<file path="config.mk">
export PLATFORM = sky130hd
export DESIGN_NAME = s2wp_trig
export DESIGN_NICKNAME = d
export VERILOG_FILES = /design/src/s2wp_pkg.sv /design/src/s2wp_trig.sv
export SDC_FILE = /design/constraint.sdc
export NUM_CORES = 1
export LEC_CHECK = 0
export BUFFER_PORTS_ARGS = -buffer_cell sky130_fd_sc_hd__clkbuf_2
export CAP_MARGIN = 20
export CORE_UTILIZATION = 25
export CTS_BUF_LIST = sky130_fd_sc_hd__clkbuf_16
export DETAILED_ROUTE_END_ITERATION = 10
export SLEW_MARGIN = 5
export SYNTH_ARGS = -nofsm -noshare
export SYNTH_HDL_FRONTEND = slang
export SYNTH_SLANG_ARGS = --single-unit
</file>
<file path="constraint.sdc">
create_clock -name clk -period 10.7 [get_ports clk]
set_clock_uncertainty 0.05 [all_clocks]
set_input_delay 0.535 -clock clk [delete_from_list [all_inputs] [get_ports clk]]
set_output_delay 0.535 -clock clk [all_outputs]
set_load 0.05 [all_outputs]
</file>
<file path="src/s2wp_pkg.sv">
package s2wp_pkg;

	// item geometry
	localparam int NUM_SENSORS = 5;
	localparam int ADC_W       = 12;
	localparam int POS_W       = 16;
	localparam int HEAD_W      = 9;
	localparam int PT_W        = 17;
	localparam int DIST_W      = 11;
	localparam int SCALE_W     = 21;
	localparam int RW          = 13;   // robot-frame coordinate, signed
	localparam int OFF_W       = 16;   // rotated offset in mm, signed
	localparam int WORLD_W     = 18;   // pose plus offset before clamping
	localparam int QTR_DEG     = 90;
	localparam int IDX_W       = 7;

	// stream packing
	localparam int S_TDATA_W   = 104;
	localparam int M_TDATA_W   = 176;
	localparam int POS_X_LSB   = NUM_SENSORS * ADC_W;
	localparam int POS_Y_LSB   = POS_X_LSB + POS_W;
	localparam int HEAD_LSB    = POS_Y_LSB + POS_W;

	// configuration registers
	localparam int CFG_W       = 16;
	localparam int CFG_IDX_W   = 2;
	localparam logic [CFG_IDX_W-1:0] CFG_THRESHOLD   = 2'd0;
	localparam logic [CFG_IDX_W-1:0] CFG_ROOM_WIDTH  = 2'd1;
	localparam logic [CFG_IDX_W-1:0] CFG_ROOM_HEIGHT = 2'd2;
	localparam logic [ADC_W-1:0] THRESHOLD_RESET   = 12'd614;
	localparam logic [POS_W-1:0] ROOM_WIDTH_RESET  = 16'd2500;
	localparam logic [POS_W-1:0] ROOM_HEIGHT_RESET = 16'd2000;

	// pi in Q60 and one degree in Q60
	localparam logic [63:0] PI_Q60  = 64'h3243F6A8885A308D;
	localparam logic [63:0] DEG_Q60 = PI_Q60 / 180;

	// per-stage load enables shared by all lanes
	typedef struct packed {
		logic s1;
		logic s2;
		logic s3;
		logic s4;
		logic s5;
	} pipe_en_t;

	// sin(k deg), k in 0..90, Taylor series in Q30, rounded to Q1.f
	function automatic logic [63:0] qsin_fix(input int unsigned k, input int unsigned f);
		logic [63:0] r;
		logic [63:0] sum;
		logic [63:0] term;
		logic [63:0] t;
		r = ((64'(k) * DEG_Q60) + (64'd1 << 29)) >> 30;
		sum = r;
		term = r;
		for (int n = 1; n <= 7; n++) begin
			t = (term * r) >> 30;
			t = (t * r) >> 30;
			case (n)
				1: term = t / 64'd6;
				2: term = t / 64'd20;
				3: term = t / 64'd42;
				4: term = t / 64'd72;
				5: term = t / 64'd110;
				6: term = t / 64'd156;
				default: term = t / 64'd210;
			endcase
			if ((n & 1) == 1)
				sum = sum - term;
			else
				sum = sum + term;
		end
		return (sum + (64'd1 << (29 - f))) >> (30 - f);
	endfunction

endpackage

</file>
<file path="src/s2wp_trig.sv">
module s2wp_trig #(
	parameter int F = 16
) (
	input  logic                          clk,
	input  s2wp_pkg::pipe_en_t            en,
	input  logic [s2wp_pkg::HEAD_W-1:0]   heading,
	output logic signed [F+1:0]           sin_s3,
	output logic signed [F+1:0]           cos_s3
);
	import s2wp_pkg::*;

	typedef struct packed {
		logic             neg;
		logic [IDX_W-1:0] idx;
	} quad_t;

	// quarter-wave sine table, Q1.F
	logic [F:0] qtab [0:QTR_DEG];

	for (genvar k = 0; k <= QTR_DEG; k++) begin : g_tab
		localparam logic [63:0] V = qsin_fix(k, F);
		assign qtab[k] = V[F:0];
	end

	// fold an angle in 0..359 onto the quarter wave
	function automatic quad_t fold(input logic [HEAD_W-1:0] a);
		quad_t q;
		priority if (a <= 9'd90) begin
			q.neg = 1'b0;
			q.idx = IDX_W'(a);
		end else if (a <= 9'd180) begin
			q.neg = 1'b0;
			q.idx = IDX_W'(9'd180 - a);
		end else if (a <= 9'd270) begin
			q.neg = 1'b1;
			q.idx = IDX_W'(a - 9'd180);
		end else begin
			q.neg = 1'b1;
			q.idx = IDX_W'(9'd360 - a);
		end
		return q;
	endfunction

	logic [HEAD_W-1:0]   h_red;
	logic [HEAD_W:0]     hc_sum;
	logic [HEAD_W-1:0]   hc_red;
	quad_t               qs;
	quad_t               qc;
	logic signed [F+1:0] sin_mag;
	logic signed [F+1:0] cos_mag;
	logic signed [F+1:0] sin_c;
	logic signed [F+1:0] cos_c;
	logic signed [F+1:0] sin_s1, cos_s1, sin_s2, cos_s2;

	// heading wrap, cos as sin shifted by a quarter turn
	always_comb begin
		h_red   = (heading >= 9'd360) ? heading - 9'd360 : heading;
		hc_sum  = {1'b0, h_red} + 10'd90;
		hc_red  = (hc_sum >= 10'd360) ? HEAD_W'(hc_sum - 10'd360) : HEAD_W'(hc_sum);
		qs      = fold(h_red);
		qc      = fold(hc_red);
		sin_mag = $signed({1'b0, qtab[qs.idx]});
		cos_mag = $signed({1'b0, qtab[qc.idx]});
		sin_c   = qs.neg ? -sin_mag : sin_mag;
		cos_c   = qc.neg ? -cos_mag : cos_mag;
	end

	// carry sin/cos alongside the lanes up to the rotation stage
	always_ff @(posedge clk) begin
		if (en.s1) begin
			sin_s1 <= sin_c;
			cos_s1 <= cos_c;
		end
		if (en.s2) begin
			sin_s2 <= sin_s1;
			cos_s2 <= cos_s1;
		end
		if (en.s3) begin
			sin_s3 <= sin_s2;
			cos_s3 <= cos_s2;
		end
	end

endmodule

</file>
; Word level (Yosys, flattened, before mapping)
; Memories as Yosys holds them, arrays and structs flattened.
; Cells that the tools add are included.
[totals]
reg_bits = 108
rom_bits = 4352
in_bits = 15
output_inout_bits = 36
n_memories = 2
[op_classes]
n_addsub = 11
n_lt_le_gt_ge = 10
muxes = 14
n_bitwise = 2
[mem_list]
columns = memory, words, word_bits, read_ports, rd_clocked_by_memory_dff, wr, line
row1 = (name not given), 128, 17, 1, 0, 0, s2wp_trig.sv:63  ; cos_mag = $signed({1'b0, qtab[qc.idx]});
row2 = (name not given), 128, 17, 1, 0, 0, s2wp_trig.sv:62  ; sin_mag = $signed({1'b0, qtab[qs.idx]});
[op_table]
columns = op, n
row1 = $mux W17, 6
row2 = $neg A17 Y18, 2
row3 = $mux W8, 4
row4 = $le A9 B7 Y1 const B, 2
row5 = $le A9 B8 Y1 const B, 2
row6 = $le A9 B9 Y1 const B, 2
row7 = $mux W9, 2
row8 = $sub A9 B9 Y9 const B, 2
row9 = $ge A8 B8 Y1 const B, 2
row10 = $not A7 Y8, 2
row11 = $mux W7, 2
row12 = $sub A6 B7 Y7 const A, 2
row13 = $sub A7 B6 Y7 const B, 2
row14 = $sub A7 B7 Y7 const A, 2
row15 = $add A9 B7 Y10 const B, 1
row16 = $ge A10 B9 Y1 const B, 1
row17 = $ge A9 B9 Y1 const B, 1

; Depth between registers and ports, before layout
[logic_depth]
depth_word = 15
depth_mapped = 34

; Worst setup path after synthesis
; Ideal clock, no wire load.
[synth_timing]
path_type = input to register
start = input port heading[3] (netlist bit)
end = register cos_s1[15] (data pin)
setup_time_ps = 260
t_arrival_ps = 7268
required_ps = 10390
path_slack_ps = 3122
cell_stages = 27
n_path_buf = 3
path_cell_list = clkbuf_1 -> inv_1 -> ha_1 -> and3b_1 -> o21ai_2 -> mux2_4 -> ha_1 -> a21bo_2 -> a211o_1 -> a32oi_1 -> o32ai_4 -> o21ai_4 -> mux2_2 -> o311a_1 -> nor2_1 -> o21ai_1 -> a21oi_2 -> clkbuf_1 -> ha_1 -> clkbuf_1 -> a21oi_1 -> o21bai_1 -> a221oi_1 -> o21bai_1 -> or4b_1 -> o31ai_2 -> xnor2_1
[synth_via]
elab_chain_len = 15
[synth_lines]
columns = element, line
row1 = "start, declared", s2wp_trig.sv:6  ; input logic [s2wp_pkg::HEAD_W-1:0] heading,
row2 = $sub A9 B9 Y9 / $ge A9 B9 Y1 (equally long branches), s2wp_trig.sv:57  ; h_red = (heading >= 9'd360) ? heading - 9'd360 : heading;
row3 = $mux W9 *, s2wp_trig.sv:57
row4 = $add A9 B7 Y10 *, s2wp_trig.sv:58  ; hc_sum = {1'b0, h_red} + 10'd90;
row5 = $sub A9 B9 Y9 / $ge A10 B9 Y1 (equally long branches), s2wp_trig.sv:59  ; hc_red = (hc_sum >= 10'd360) ? HEAD_W'(hc_sum - 10'd360) : HEAD_W'(hc_sum);
row6 = $mux W9 *, s2wp_trig.sv:59
row7 = "$le A9 B9 Y1, or another cell as far along", s2wp_trig.sv:34  ; end else if (a <= 9'd270) begin
row8 = $mux W7, s2wp_trig.sv:34
row9 = $mux W8, s2wp_trig.sv:31  ; end else if (a <= 9'd180) begin
row10 = $mux W8 *, s2wp_trig.sv:28  ; priority if (a <= 9'd90) begin
row11 = $not A7 Y8 (implied by the code), s2wp_trig.sv:63
row12 = $mem_v2 Z128 W17, -
row13 = $mux W17 (implied by the code) (2 in a row), s2wp_trig.sv:63
row14 = $neg A17 Y18, s2wp_trig.sv:65  ; cos_c = qc.neg ? -cos_mag : cos_mag;
row15 = $mux W17 *, s2wp_trig.sv:65
row16 = net cos_c[15], s2wp_trig.sv:52  ; logic signed [F+1:0] cos_c;
row17 = "end signal, assigned", s2wp_trig.sv:72  ; cos_s1 <= cos_c;
row18 = "end, declared", s2wp_trig.sv:53  ; logic signed [F+1:0] sin_s1, cos_s1, sin_s2, cos_s2;
; The timed path passes the listed nets; every way through them passes the cells marked *. The select of a mux whose other input is x is not followed.
; A chain may end at the register's enable or synchronous reset.

; Worst setup path after layout
[layout_timing]
start = input port heading[4] (netlist bit)
end = register sin_s1[16] (data pin)
[layout_via]
elab_chain_len = 12
[layout_lines]
columns = element, line
row1 = $sub A9 B9 Y9 / $ge A9 B9 Y1 (equally long branches), s2wp_trig.sv:57
row2 = $mux W9 *, s2wp_trig.sv:57
row3 = "$le A9 B9 Y1, or another cell as far along", s2wp_trig.sv:34
row4 = $mux W7, s2wp_trig.sv:34
row5 = $mux W8, s2wp_trig.sv:31
row6 = $mux W8 *, s2wp_trig.sv:28
row7 = $not A7 Y8 (implied by the code), s2wp_trig.sv:62
row8 = $mem_v2 Z128 W17, -
row9 = $mux W17 (implied by the code) (2 in a row), s2wp_trig.sv:62
row10 = $neg A17 Y18, s2wp_trig.sv:64  ; sin_c = qs.neg ? -sin_mag : sin_mag;
row11 = $mux W17 *, s2wp_trig.sv:64
row12 = net sin_c[16], s2wp_trig.sv:51  ; logic signed [F+1:0] sin_c;
row13 = "end signal, assigned", s2wp_trig.sv:71  ; sin_s1 <= sin_c;
row14 = "end, declared", s2wp_trig.sv:53
; Marked as above.

==> impl_metrics.json <==
{
  "syn-num-nets": 1235,
  "grt_pass1_vias": 9104,
  "cts_resized": 0,
  "drtPass1Iterations": 6,
  "cts-root-buf": "clkbuf_16",
  "holdWs_ns": 0.367,
  "drive_above_1_share": 0.131,
  "slew_viol_final": 0,
  "ant_nets": 0,
  "synth_compound_area_frac": 0.311,
  "dieWidth_um": 205,
  "die_y_um": 205,
  "io_pins": 51,
  "worst_pin_slew_ns": 1.16,
  "synth_mux_area_frac": 0.0445,
  "finalNetCount": 1226,
  "cts_sinks": 108,
  "start_util": 0.256,
  "sw_frac_of_total": 0.499,
  "yosysSeqAreaShare": 0.316,
  "endpoint_kind": "flip-flop",
  "post_drt_wl_per_cell_um": 18.9,
  "relSlewSlack": 0.220,
  "grt_usage": 0.150,
  "via_count": 9882,
  "finalCriticalPeriod_ns": 8.47,
  "critPathArrivalTime_ns": 8.49,
  "ys_types": 103,
  "synthXorXnorAreaFrac": 0.0492,
  "power.density_nw_per_um2": 258,
  "crit_type": "in -> reg",
  "insertedDiodeCount": 0,
  "clk_latency_ns": 0.33,
  "cts_max_path_buffers": 2,
  "setup_violations": 0,
  "synth_top_family_by_area": "compound AO/OA/AOI/OAI gates",
  "routed_wl_mm": 32.1,
  "row_count": 73,
  "p_leak_uw": 0.00392,
  "antenna_found_initial": 0,
  "area_delta_synth_final_pct": 9.86,
  "htree_num_levels": 3,
  "syn_avg_cell_area_um2": 8.72,
  "dp_hpwl_mm": 22.4,
  "cts_setup_buffers": 0,
  "cp_max_fo": 20,
  "finalCritPeriodShare": 0.792,
  "portBuffers": 48,
  "hold_viol": 0,
  "maxCapViolations": 0,
  "die_area_um2": 41900,
  "synth-main-ff-cell": "edfxtp_1",
  "p_clk_frac": 0.097,
  "critPathRequiredTime_ns": 10.72,
  "final_area_um2": 11300,
  "cts_hold_buf": 0,
  "rsz0062_at_grt": "no",
  "tritoncts": "yes",
  "place_area_um2": 11000,
  "total_power_uw": 2910,
  "drc": 0,
  "seqPwrFrac": 0.233,
  "synth_edf_count": 108,
  "drt-vias-per-instance": 5.82,
  "synth_cells": 1178,
  "syn_area_um2": 10300,
  "synthAdderAreaFrac": 0.0519,
  "core_um2": 40100,
  "fin_setup_tns_ns": 0,
  "status": "finished clean",
  "grt_first_pass_wirelength_mm": 51.0,
  "cts_made_buffers": 9,
  "fmax_mhz": 118,
  "grt_start_max_net_pins": 61,
  "p_comb_frac": 0.670,
  "power.internal_uw": 1460,
  "async_flop_share": 0,
  "clk_pin_slew_ns": 0.06,
  "yosys.area_share.simple": 0.175,
  "ir_drop_uv": 105,
  "drt_iter0_drc": 1331,
  "place.gp.congestion": 0.949,
  "synth_warnings": 0,
  "grt_overflow": 0,
  "ys_ff_latch": 108,
  "worstHoldPathType": "reg -> reg",
  "worstSetupStartpointType": "input port",
  "switching_power_uw": 1450
}
## flip-flops by register name, indices dropped and copies added, names as in the netlist
name	cells
cos_s1	18
cos_s2	18
cos_s3	18
sin_s1	18
sin_s2	18
sin_s3	18
## area by class of cell
class | count | area, um^2
fillers | 4245 | 28800
repair buffers | 78 | 465
inverters | 32 | 120
clock inverters | 7 | 35.0
clock buffers | 9 | 225
flip-flops and latches | 108 | 3240
well taps | 525 | 657
multi-input cells | 940 | 6540
## stage by stage
stage	util	cells	setup slack, ns
after global placement	0.275	1683	2.28
after global routing	0.281	1699	1.62
after floorplan	-	1178	3.12
final	0.281	1699	2.23
after detailed placement	0.275	1683	2.12
after CTS	0.281	1699	2.47
## placed cells by master (no fill, tap or decap), drive strengths merged, types with 9 or more instances in the layout
cell and count:
nor4 15, o22ai 9, nor2 117, a311oi 15, a221oi 17, o21ai 54
nor3 41, ha 41, xor2 17, a21oi 100, clkbuf 57, o211ai 31
buf 30, xnor2 33, nand3 35, o31ai 15, mux2i 17, inv 33
nand2 100, o311ai 11, o221ai 12, a31oi 24, edfxtp 108, a211oi 37
## power by group through the flow
stage	Combinational [uW]	Sequential [uW]	Clock [uW]
floorplan	1340	752	0
global placement	1890	684	0
detailed placement	1890	688	0
CTS	1900	680	294
global route	2100	689	310
finish	1950	677	282
## cells by family (layout without fill, tap and decap cells)
group                      after synthesis  count (layout)
muxes                                   33              33
and+or+nand+nor                        375             375
DFF                                    108             108
adders and majority gates               42              42
buffers and inverters                  130             126
xor gates and xnor gates                51              51
AOI/OAI and AO/OA                      439             439
## critical path: stages
cell and delay [ns]:
clkbuf_2 0.14, inv_1 0.11, ha_1 0.21, and3b_1 0.21
o21ai_2 0.34, a21oi_4 0.16, xnor2_1 0.51, a41oi_1 0.47
a21oi_1 0.27, mux2_2 0.57, inv_1 0.54, ha_1 0.74
inv_1 0.29, ha_1 0.35, a211oi_1 0.21, nor3_1 0.08
o311ai_0 0.66, o221ai_1 0.40, nor4_1 0.63, nand3_1 0.19
or2_1 0.25, nor2_1 0.21, nor4bb_1 0.26, nor3_1 0.11
## cell usage after synthesis (16+ instances only)
library cell,number,area share
nor2_1,117,0.043
edfxtp_1,108,0.32
nand2_1,100,0.037
a21oi_1,97,0.047
clkbuf_1,59,0.022
o21ai_0,46,0.022
ha_1,41,0.050
nor3_1,41,0.020
a211oi_1,35,0.026
nand3_1,33,0.016
xnor2_1,31,0.026
o211ai_1,30,0.022
inv_1,26,0.0095
buf_2,24,0.012
a31oi_1,23,0.014
a221oi_1,16,0.014
mux2i_1,16,0.016
xor2_1,16,0.014
## path summary, 6_finish.rpt
kind | startpoint | endpoint | slack [ns] | cells after the start
setup / recovery | heading[4] | sin_s1[16] | 2.23 | 24
hold reg to reg | sin_s2[0] | sin_s3[0] | 0.37 | 0
setup reg to reg | cos_s2[17] | cos_s3[17] | 10.02 | 0
hold / removal | sin_s2[0] | sin_s3[0] | 0.37 | 0
## per-layer routing
| metal | wire (um) | track usage | share of wire |
|---|---|---|---|
| met3 | 2900 | 0.0220 | 0.090 |
| met5 | 0 | 0 | 0 |
| met1 | 14300 | 0.216 | 0.45 |
| met2 | 13900 | 0.223 | 0.43 |
| met4 | 918 | 0.0565 | 0.029 |
Note: power is estimated with default switching activity, not from simulation.
