`config.mk`:
```
export PLATFORM = sky130hd
export DESIGN_NAME = s2wp_lane
export DESIGN_NICKNAME = d
export VERILOG_FILES = /design/src/s2wp_pkg.sv /design/src/s2wp_lane.sv
export SDC_FILE = /design/constraint.sdc
export NUM_CORES = 2
export LEC_CHECK = 0
export BUFFER_PORTS_ARGS = -buffer_cell sky130_fd_sc_hd__buf_2
export CORE_ASPECT_RATIO = 0.8
export CORE_MARGIN = 2
export CORE_UTILIZATION = 50
export DETAILED_ROUTE_END_ITERATION = 7
export GPL_TIMING_DRIVEN = 1
export PLACE_DENSITY = 0.71
export SETUP_SLACK_MARGIN = 0.2
export SLEW_MARGIN = 10
export SYNTH_ARGS = -nofsm -noshare
export SYNTH_HDL_FRONTEND = slang
export SYNTH_SLANG_ARGS = --single-unit
export TNS_END_PERCENT = 10
```
`constraint.sdc`:
```
create_clock -name clk -period 8.1 [get_ports clk]
set_input_delay 1.62 -clock clk [delete_from_list [all_inputs] [get_ports clk]]
set_output_delay 1.62 -clock clk [all_outputs]
set_load 0.005 [all_outputs]
```
`src/s2wp_pkg.sv`:
```
package s2wp_pkg;

	// item geometry
	localparam int NUM_SENSORS = 5;
	localparam int ADC_W       = 12;
	localparam int POS_W       = 16;
	localparam int HEAD_W      = 9;
	localparam int PT_W        = 17;
	localparam int DIST_W      = 11;
	localparam int SCALE_W     = 21;
	localparam int RW          = 13;   // robot-frame coordinate, signed
	localparam int OFF_W       = 16;   // rotated offset in mm, signed
	localparam int WORLD_W     = 18;   // pose plus offset before clamping
	localparam int QTR_DEG     = 90;
	localparam int IDX_W       = 7;

	// stream packing
	localparam int S_TDATA_W   = 104;
	localparam int M_TDATA_W   = 176;
	localparam int POS_X_LSB   = NUM_SENSORS * ADC_W;
	localparam int POS_Y_LSB   = POS_X_LSB + POS_W;
	localparam int HEAD_LSB    = POS_Y_LSB + POS_W;

	// configuration registers
	localparam int CFG_W       = 16;
	localparam int CFG_IDX_W   = 2;
	localparam logic [CFG_IDX_W-1:0] CFG_THRESHOLD   = 2'd0;
	localparam logic [CFG_IDX_W-1:0] CFG_ROOM_WIDTH  = 2'd1;
	localparam logic [CFG_IDX_W-1:0] CFG_ROOM_HEIGHT = 2'd2;
	localparam logic [ADC_W-1:0] THRESHOLD_RESET   = 12'd614;
	localparam logic [POS_W-1:0] ROOM_WIDTH_RESET  = 16'd2500;
	localparam logic [POS_W-1:0] ROOM_HEIGHT_RESET = 16'd2000;

	// pi in Q60 and one degree in Q60
	localparam logic [63:0] PI_Q60  = 64'h3243F6A8885A308D;
	localparam logic [63:0] DEG_Q60 = PI_Q60 / 180;

	// per-stage load enables shared by all lanes
	typedef struct packed {
		logic s1;
		logic s2;
		logic s3;
		logic s4;
		logic s5;
	} pipe_en_t;

	// sin(k deg), k in 0..90, Taylor series in Q30, rounded to Q1.f
	function automatic logic [63:0] qsin_fix(input int unsigned k, input int unsigned f);
		logic [63:0] r;
		logic [63:0] sum;
		logic [63:0] term;
		logic [63:0] t;
		r = ((64'(k) * DEG_Q60) + (64'd1 << 29)) >> 30;
		sum = r;
		term = r;
		for (int n = 1; n <= 7; n++) begin
			t = (term * r) >> 30;
			t = (t * r) >> 30;
			case (n)
				1: term = t / 64'd6;
				2: term = t / 64'd20;
				3: term = t / 64'd42;
				4: term = t / 64'd72;
				5: term = t / 64'd110;
				6: term = t / 64'd156;
				default: term = t / 64'd210;
			endcase
			if ((n & 1) == 1)
				sum = sum - term;
			else
				sum = sum + term;
		end
		return (sum + (64'd1 << (29 - f))) >> (30 - f);
	endfunction

endpackage

```
`src/s2wp_lane.sv`:
```
module s2wp_lane #(
	parameter int LANE = 0,
	parameter int F    = 16
) (
	input  logic                                clk,
	input  s2wp_pkg::pipe_en_t                  en,
	input  logic [s2wp_pkg::ADC_W-1:0]          adc,
	input  logic [s2wp_pkg::ADC_W-1:0]          thr,
	input  logic signed [F+1:0]                 sin_s3,
	input  logic signed [F+1:0]                 cos_s3,
	output logic                                ok_s5,
	output logic signed [s2wp_pkg::OFF_W-1:0]   off_x_s5,
	output logic signed [s2wp_pkg::OFF_W-1:0]   off_y_s5
);
	import s2wp_pkg::*;

	localparam int MW  = DIST_W + 1;
	localparam int KW  = F + 1;
	localparam int PAW = MW + KW;
	localparam int PW  = RW + F + 2;
	localparam int SW  = PW + 1;

	// mounting coefficients of this lane
	localparam logic [63:0] KA64 = (LANE == 1) ? qsin_fix(41, F) :
	                               (LANE == 3) ? qsin_fix(45, F) : 64'd0;
	localparam logic [63:0] KB64 = (LANE == 1) ? qsin_fix(49, F) :
	                               (LANE == 2) ? qsin_fix(1, F)  :
	                               (LANE == 3) ? qsin_fix(45, F) : 64'd0;
	localparam logic [KW-1:0]  KA     = KA64[KW-1:0];
	localparam logic [KW-1:0]  KB     = KB64[KW-1:0];
	localparam logic [PAW-1:0] HALF_P = PAW'(64'd1 << (F - 1));
	localparam logic [SW-1:0]  HALF_S = SW'(64'd1 << (F - 1));

	// stage 1: echo test and distance in mm
	logic [SCALE_W-1:0] scaled;
	logic [DIST_W-1:0]  d_c;
	logic               ok_s1;
	logic [DIST_W-1:0]  d_s1;

	always_comb begin
		scaled = SCALE_W'(adc) * SCALE_W'(360) + SCALE_W'(512);
		d_c    = DIST_W'(scaled >> 10) + DIST_W'(40);
	end

	always_ff @(posedge clk) begin
		if (en.s1) begin
			ok_s1 <= (adc < thr);
			d_s1  <= d_c;
		end
	end

	// stage 2: mounting products
	logic [MW-1:0]  m1_c;
	logic           ok_s2;
	logic [DIST_W-1:0] d_s2;
	logic [PAW-1:0] pa_s2, pb_s2;

	assign m1_c = (LANE == 2) ? MW'(d_s1) + MW'(76) : MW'(d_s1) + MW'(75);

	always_ff @(posedge clk) begin
		if (en.s2) begin
			ok_s2 <= ok_s1;
			d_s2  <= d_s1;
			pa_s2 <= PAW'(m1_c) * PAW'(KA);
			pb_s2 <= PAW'(m1_c) * PAW'(KB);
		end
	end

	// stage 3: robot-frame point
	logic [PAW-1:0]       ra, rb;
	logic [MW-1:0]        m2_c;
	logic signed [RW-1:0] near_c;
	logic signed [RW-1:0] rx_c, ry_c;
	logic                 ok_s3;
	logic signed [RW-1:0] rx_s3, ry_s3;

	always_comb begin
		ra     = (pa_s2 + HALF_P) >> F;
		rb     = (pb_s2 + HALF_P) >> F;
		m2_c   = (LANE == 2) ? MW'(d_s2) + MW'(76) : MW'(d_s2) + MW'(75);
		near_c = $signed(RW'(d_s2) + RW'(73));
		case (LANE)
			0: begin
				rx_c = $signed(RW'(108));
				ry_c = near_c;
			end
			1: begin
				rx_c = $signed(RW'(116) + RW'(ra));
				ry_c = $signed(RW'(rb));
			end
			2: begin
				rx_c = $signed(RW'(116) + RW'(m2_c));
				ry_c = $signed(RW'(rb));
			end
			3: begin
				rx_c = $signed(RW'(116) + RW'(ra));
				ry_c = -$signed(RW'(rb));
			end
			default: begin
				rx_c = $signed(RW'(108));
				ry_c = -near_c;
			end
		endcase
	end

	always_ff @(posedge clk) begin
		if (en.s3) begin
			ok_s3 <= ok_s2;
			rx_s3 <= rx_c;
			ry_s3 <= ry_c;
		end
	end

	// stage 4: rotation products
	logic                 ok_s4;
	logic signed [PW-1:0] xc_s4, ys_s4, xs_s4, yc_s4;

	always_ff @(posedge clk) begin
		if (en.s4) begin
			ok_s4 <= ok_s3;
			xc_s4 <= PW'(rx_s3) * PW'(cos_s3);
			ys_s4 <= PW'(ry_s3) * PW'(sin_s3);
			xs_s4 <= PW'(rx_s3) * PW'(sin_s3);
			yc_s4 <= PW'(ry_s3) * PW'(cos_s3);
		end
	end

	// stage 5: sums rounded half away from zero
	function automatic logic signed [OFF_W-1:0] rnd(input logic signed [SW-1:0] v);
		logic [SW-1:0]          mag;
		logic [SW-1:0]          q;
		logic signed [OFF_W-1:0] o;
		mag = v[SW-1] ? -v : v;
		q   = (mag + HALF_S) >> F;
		o   = $signed(OFF_W'(q));
		return v[SW-1] ? -o : o;
	endfunction

	logic signed [SW-1:0] sx_c, sy_c;

	always_comb begin
		sx_c = SW'(xc_s4) - SW'(ys_s4);
		sy_c = SW'(xs_s4) + SW'(yc_s4);
	end

	always_ff @(posedge clk) begin
		if (en.s5) begin
			ok_s5    <= ok_s4;
			off_x_s5 <= rnd(sx_c);
			off_y_s5 <= rnd(sy_c);
		end
	end

endmodule

```
## Yosys cells after proc, flatten, opt, wreduce, memory -nomap -nowiden

Cells that the tools add are included.

- $mul: 5
- Reduce and logical (&&, ||, !) cells: 0
- Bitwise logic cells: 0
- Mux-type cells: 4
- Div/mod/pow operators: 0
- Order comparisons: 1
- Equality and inequality tests: 0
- $add $sub $neg: 11
- Shift operators: 0

Operators by type and width:

| kind | count |
|---|---|
| $add 32x16->32 const B | 2 |
| $mux 32 | 2 |
| $neg 32->32 | 2 |
| $mul 13x18->31 | 2 |
| $mul 6x18->24 const A | 2 |
| $add 26x31->32 | 1 |
| $mux 16 | 2 |
| $neg 16->16 | 2 |
| $sub 26x31->32 | 1 |
| $add 21x10->21 const B | 1 |
| $mul 12x6->18 const B | 1 |
| $add 11x7->12 const B | 1 |
| $lt 12x12->1 | 1 |
| $add 11x6->11 const B | 1 |

- Memory bits (read-only): 0
- Latch bits: 0
- Bits in writable memories: 0
- Output and inout bits: 33
- Register bits: 185
- Word-level logic and storage cells: 35
- Memories kept: 0

## Depth between registers and ports, before layout

- Depth after elaboration: 6
- Gate-level depth with buffers: 29
- Mapped depth without buffers: 27

## Least setup slack after synthesis

Ideal clock, no wire load.

- Path type: input-to-reg
- Start point: input port cos_s3[7]
- End point: register yc_s4[30], data pin
- Stages: 26
- Setup slack: 349 ps
- Arrival time: 7491 ps
- Path buffers: 1
- Library setup time: 260 ps
- Cell sequence: clkbuf_1 > nand2_1 > fa_1 > inv_1 > fa_1 > fa_1 > inv_1 > fa_1 > fa_1 > inv_1 > ha_1 > inv_1 > o21bai_1 > a21oi_1 > nor2b_1 > o21a_1 > o31a_1 > o41ai_1 > o211a_1 > a2111oi_0 > o311a_1 > o21ai_0 > nand2_1 > a21o_1 > a21oi_1 > xnor2_1

- Cells in the longest elaborated chain, start to end: 1

RTL lines:

| element | line | source |
|---|---|---|
| start: declaration | s2wp_lane.sv:10 | `input logic signed [F+1:0] cos_s3,` |
| $mul 13x18->31 | s2wp_lane.sv:124 | `yc_s4 <= PW'(ry_s3) * PW'(cos_s3);` |
| end signal: assignment | s2wp_lane.sv:124 |  |
| end: declaration | s2wp_lane.sv:116 | `logic signed [PW-1:0] xc_s4, ys_s4, xs_s4, yc_s4;` |

Every way passes these cells.
A chain may end at the register's enable or synchronous reset.

## Worst setup path in the final report

- Start point: input port sin_s3[5]
- End point: register ys_s4[29], data pin

- Cells in the longest elaborated chain, start to end: 1

RTL lines:

| element | line | source |
|---|---|---|
| start: declaration | s2wp_lane.sv:9 | `input logic signed [F+1:0] sin_s3,` |
| $mul 13x18->31 | s2wp_lane.sv:122 | `ys_s4 <= PW'(ry_s3) * PW'(sin_s3);` |
| end signal: assignment | s2wp_lane.sv:122 |  |
| end: declaration | s2wp_lane.sv:116 |  |

Every way passes these cells.

==> results.md <==
Run status:
- The flow ran to the end, and the final reports show no timing, DRC or antenna violations.

Synth:
- The flip-flop and latch count after synthesis is between 150 and 200.
- Counting distinct cell types in the post-synthesis netlist gives around 100.
- The largest family of logic cells by synthesized area is adder cells.
- The multiplexer fraction of the synthesized cell area is 0.003799.
- The share of synthesized cell area in and, or, nand and nor gates is 0.1459.
- The number of enable flip-flop cells after synthesis is around 180.
- The number of warnings issued by yosys is 0.
- The compound-gate portion of the synthesized area is 0.1101.
- The async set-or-reset flop fraction in the synthesized netlist is 0.
- The number of nets in the synthesized netlist is 4372.
- The portion of synthesized cell area occupied by the leading cell type is 0.2912.
- The adder-cell area share of the yosys netlist is 0.4191.
- For this run, the register share of the synthesized area comes to 0.1650.
- Ranked by total cell area, the synthesized netlist is headed by sky130_fd_sc_hd__fa_1 29%, sky130_fd_sc_hd__edfxtp_1 17%, sky130_fd_sc_hd__ha_1 13%.
- The cell area after technology mapping is around 33000 µm².
- In the synthesized netlist the dominant register cell turns out to be sky130_fd_sc_hd__edfxtp_1.
- The top cell type by total area after synthesis is sky130_fd_sc_hd__fa_1.
- The post-synthesis share of cell area spent on xor and xnor gates is 0.06576.
- The mean instance size in the synthesized netlist is 9.434 µm².
- After technology mapping, the gate count stands at 3491.

Placement:
- Routability-driven placement finished with a final weighted congestion of ~0.90.
- The post-placement cell area is about 34000 µm².
- The number of input and output port buffers inserted is 98.
- The placed wire-length estimate is just over 60000 µm.
- Counting tap cells, the placed design contains a total of 4387 instances.

Hold path:
- The path category of the worst min-delay check is register to register.
- The hold-critical path endpoint is ok_s4.
- The hold path startpoint is ok_s3.
- Counting instances, the worst hold path has a depth of 0.

Floorplanning:
- The die boundary height is 233.6 µm.
- The die covers between 60000 and 70000 µm².
- The core region is ~65000 µm².
- The count of pins on the block boundary is 99.
- The initial utilization of the core area, before any placement, comes to 0.5030.
- The number of standard-cell rows in the floorplan is 84.
- In this run the horizontal extent of the chip is 290.9 µm.

Timing:
- Headroom to the max-slew limit came out at 0.2032.
- The worst setup skew after layout is 0.02150 ns.
- The number of hold-slack violations in the final timing report came to 0.
- The period utilization is 0.9236.
- The maximum clock frequency is between 0.1 and 0.15 GHz.
- For the pin with the worst max-slew slack, the measured transition is 1.195 ns.
- The final period demand of the worst path is between 7 and 8 ns.
- Setup repair after global routing left no endpoint under its margin.
- The final-report max-slew violation count is 0.
- Setup violations remaining at the end of the flow were counted as 0.

Drt:
- Once detail routing completed, the nets flagged for antenna violations numbered 0.
- The number of vias per cell after detailed routing is around 5.4.
- The post-detailed-routing wire length is about 75000 µm.
- After detailed routing, the number of remaining DRC violations is 0.
- The routed layout has about 24000 vias.
- The average wire per cell in the routed design is between 15 and 20 µm.
- The first TritonRoute pass finished after 5 iterations.
- The number of design-rule violations left by the first detailed-router iteration is between 1500 and 2000.

Critical path:
- The slowest library cell on the worst path is sky130_fd_sc_hd__fa_1.
- In this design, the largest share of critical-path delay is due to adder cells.
- In this design, the stage delay of the slowest critical-path cell is between 0.5 and 0.6 ns.
- The setup check on the worst reg-to-reg path leaves a slack of approximately 1.1 ns.
- The top fanout value on the critical path is 14.
- STA classifies the critical path startpoint as a primary input.
- The end of the worst register-to-register path is yc_s4[30].
- Traced cell by cell, the critical path runs through buf_2, nand2_1, fa_1, inv_1, fa_1, fa_1, inv_1, fa_1, fa_1, inv_1, ha_1, a21oi_1, nor2b_1, o21a_1, o21a_1, o31a_1, o21ai_0, o21ai_0, o21a_1, and2_1, o21a_1, o21a_1, o41a_1, xor2_1.
- The critical path contains buffers and inverters numbering 4 combined.
- The critical path data required time is around 8.4 ns.
- The depth of the worst register-to-register path is 27.
- Data on the critical path arrives at its endpoint at between 7 and 8 ns.
- The type of the setup path with the least slack is primary input to register.
- The beginning of the worst register-to-register path is ry_s3[3].
- The category of the worst setup path capture point is a register.

Layout:
- Leaving out filler cells and counting taps, the final layout contains 4425.
- The area growth from synthesis to layout is 6.622%.
- Once layout is complete, the utilization of the core stands at 0.5363.
- The post-route cell area is ~35000 µm².
- Of the cells placed in the final design, the portion with a size suffix greater than 1 is 0.07131.
- The number of nets in the layout is approximately 4400.
- Summing all multi-input logic gate instances after layout gives ~25000 µm².
- The sequential cells in the finished layout cover a total of approximately 5400 µm².
- The fill cell instance count of the final layout is roughly 5900.

Clocking:
- The number of clock sinks seen by CTS is between 150 and 200.
- The clock input transition at the sequential cells of the worst setup and hold paths is around 0.07 ns.
- The clock reaches the later pin of the worst-skew pair after between 0.5 and 0.6 ns.
- TritonCTS built the clock tree.
- The number of buffers on the longest clock path is 2.
- CTS built an H-tree with a depth of 4.
- For this design, the CTS-stage hold fixing added 0 buffers.
- The cell sitting at the root of the clock tree is a sky130_fd_sc_hd__clkbuf_16.
- In this run the post-CTS setup repair buffer count came out at 0.
- The number of gates resized after CTS was 0.
- The number of clock buffers added by TritonCTS is 17.

Global route:
- The via count of the first global-routing pass is ~24000.
- Entering global routing, the biggest net connects 66 pins.
- The number of antenna violations at the first check in global routing came to 4.
- The total overflow left after global routing is 0.
- In the global route stage, overall resource usage came out at 0.2326.
- The global-route wire length before repair is around 130000 µm.

Flow run:
- Across the run, the number of max-cap violations was 0.
[logic make-up (layout without fill, tap and decap cells)]
logic type	after synthesis	in the layout
AO/OA/AOI/OAI	523	523
XOR/XNOR	244	244
adder cells (fa/ha/maj)	816	816
buffers and inverters	788	859
flip-flops	181	181
multiplexers	12	12
other	0	3
AND/OR/NAND/NOR	927	927
[state kept, by name (all words and copies together), names as in the netlist, 11 cells and up]
signal    count
yc_s4        31
ys_s4        31
xc_s4        24
xs_s4        24
off_x_s5     16
off_y_s5     16
ry_s3        12
d_s1         11
d_s2         11
[cells in the final DEF, fill, tap and decap left out, types with 11 or more instances in the layout]
| cell | synthesis | routed |
|---|---|---|
| sky130_fd_sc_hd__o31a_1 | 11 | 11 |
| sky130_fd_sc_hd__edfxtp_1 | 181 | 181 |
| sky130_fd_sc_hd__o21bai_1 | 27 | 27 |
| sky130_fd_sc_hd__or2_2 | 20 | 20 |
| sky130_fd_sc_hd__a21o_1 | 31 | 31 |
| sky130_fd_sc_hd__o211ai_1 | 12 | 12 |
| sky130_fd_sc_hd__nor3_1 | 44 | 44 |
| sky130_fd_sc_hd__ha_1 | 336 | 336 |
| sky130_fd_sc_hd__a211oi_1 | 14 | 14 |
| sky130_fd_sc_hd__nor2b_1 | 25 | 25 |
| sky130_fd_sc_hd__o31ai_1 | 14 | 14 |
| sky130_fd_sc_hd__nand2b_1 | 18 | 18 |
| sky130_fd_sc_hd__nand2_1 | 298 | 298 |
| sky130_fd_sc_hd__a21oi_1 | 136 | 136 |
| sky130_fd_sc_hd__nor2_1 | 124 | 124 |
| sky130_fd_sc_hd__and2_1 | 228 | 228 |
| sky130_fd_sc_hd__buf_4 | 1 | 59 |
| sky130_fd_sc_hd__clkbuf_16 | 0 | 17 |
| sky130_fd_sc_hd__or3_1 | 21 | 21 |
| sky130_fd_sc_hd__and3_1 | 26 | 26 |
| sky130_fd_sc_hd__inv_1 | 669 | 669 |
| sky130_fd_sc_hd__xnor2_1 | 178 | 178 |
| sky130_fd_sc_hd__xor2_1 | 63 | 63 |
| sky130_fd_sc_hd__nand4_1 | 21 | 21 |
| sky130_fd_sc_hd__fa_1 | 479 | 479 |
| sky130_fd_sc_hd__a31oi_1 | 20 | 20 |
| sky130_fd_sc_hd__o21ai_0 | 85 | 85 |
| sky130_fd_sc_hd__buf_2 | 11 | 97 |
| sky130_fd_sc_hd__o21a_1 | 45 | 45 |
| sky130_fd_sc_hd__o21ai_1 | 11 | 11 |
| sky130_fd_sc_hd__nand3_1 | 39 | 39 |
[stage by stage]
stage	TNS [ns]	hold WS [ns]	setup slack, ns
6_report	0	0.4205	0.6190
2_1_floorplan	0	0.4003	0.3491
4_1_cts	0	0.4218	0.5098
5_1_grt	0	0.4284	0.2860
3_5_place_dp	-0.06325	0.4057	-0.06325
3_3_place_gp	0	0.4008	0.004650
[synth_stat cells, drive strengths merged (40+ instances only)]
library cell and number:
and2 229, xnor2 180, o21a 45, nor2 124, fa 479, xor2 63, a21oi 137, o21ai 98
edfxtp 181, nand3 40, nor3 45, nand2 299, ha 336, inv 669, clkbuf 103
[per-layer routing]
layer  vias up  global-route usage  wire (µm)
li1      11450                   -          -
met1     11820              0.3368      35140
met2       705              0.3574      33270
met3        90             0.04253       5003
met4         2             0.06558       1453
met5         -                   0         16
[worst max path at each step]
stage          cells past startpoint  startpoint        end  slack (ns)
2_1_floorplan                     26   cos_s3[7]  yc_s4[30]        0.35
3_3_place_gp                      27   cos_s3[7]  yc_s4[30]       0.005
3_5_place_dp                      27   cos_s3[7]  yc_s4[30]       -0.06
4_1_cts                           26    ry_s3[1]  yc_s4[30]        0.51
5_1_grt                           27   cos_s3[5]  yc_s4[30]        0.29
6_report                          24   sin_s3[5]  ys_s4[29]        0.62
[layout make-up]
cell class | instances | area share
sequential | 181 | 0.1548
antenna | 3 | 0.0002138
timing repair buffer | 158 | 0.02758
clock inverter | 14 | 0.004454
inverter | 669 | 0.07151
multi-input combinational | 2522 | 0.6986
tap | 860 | 0.03064
clock buffer | 18 | 0.01222
Power is left out: the tool's default activity adds up to more than one toggle a clock period on the data nets, which glitch-free logic cannot reach.
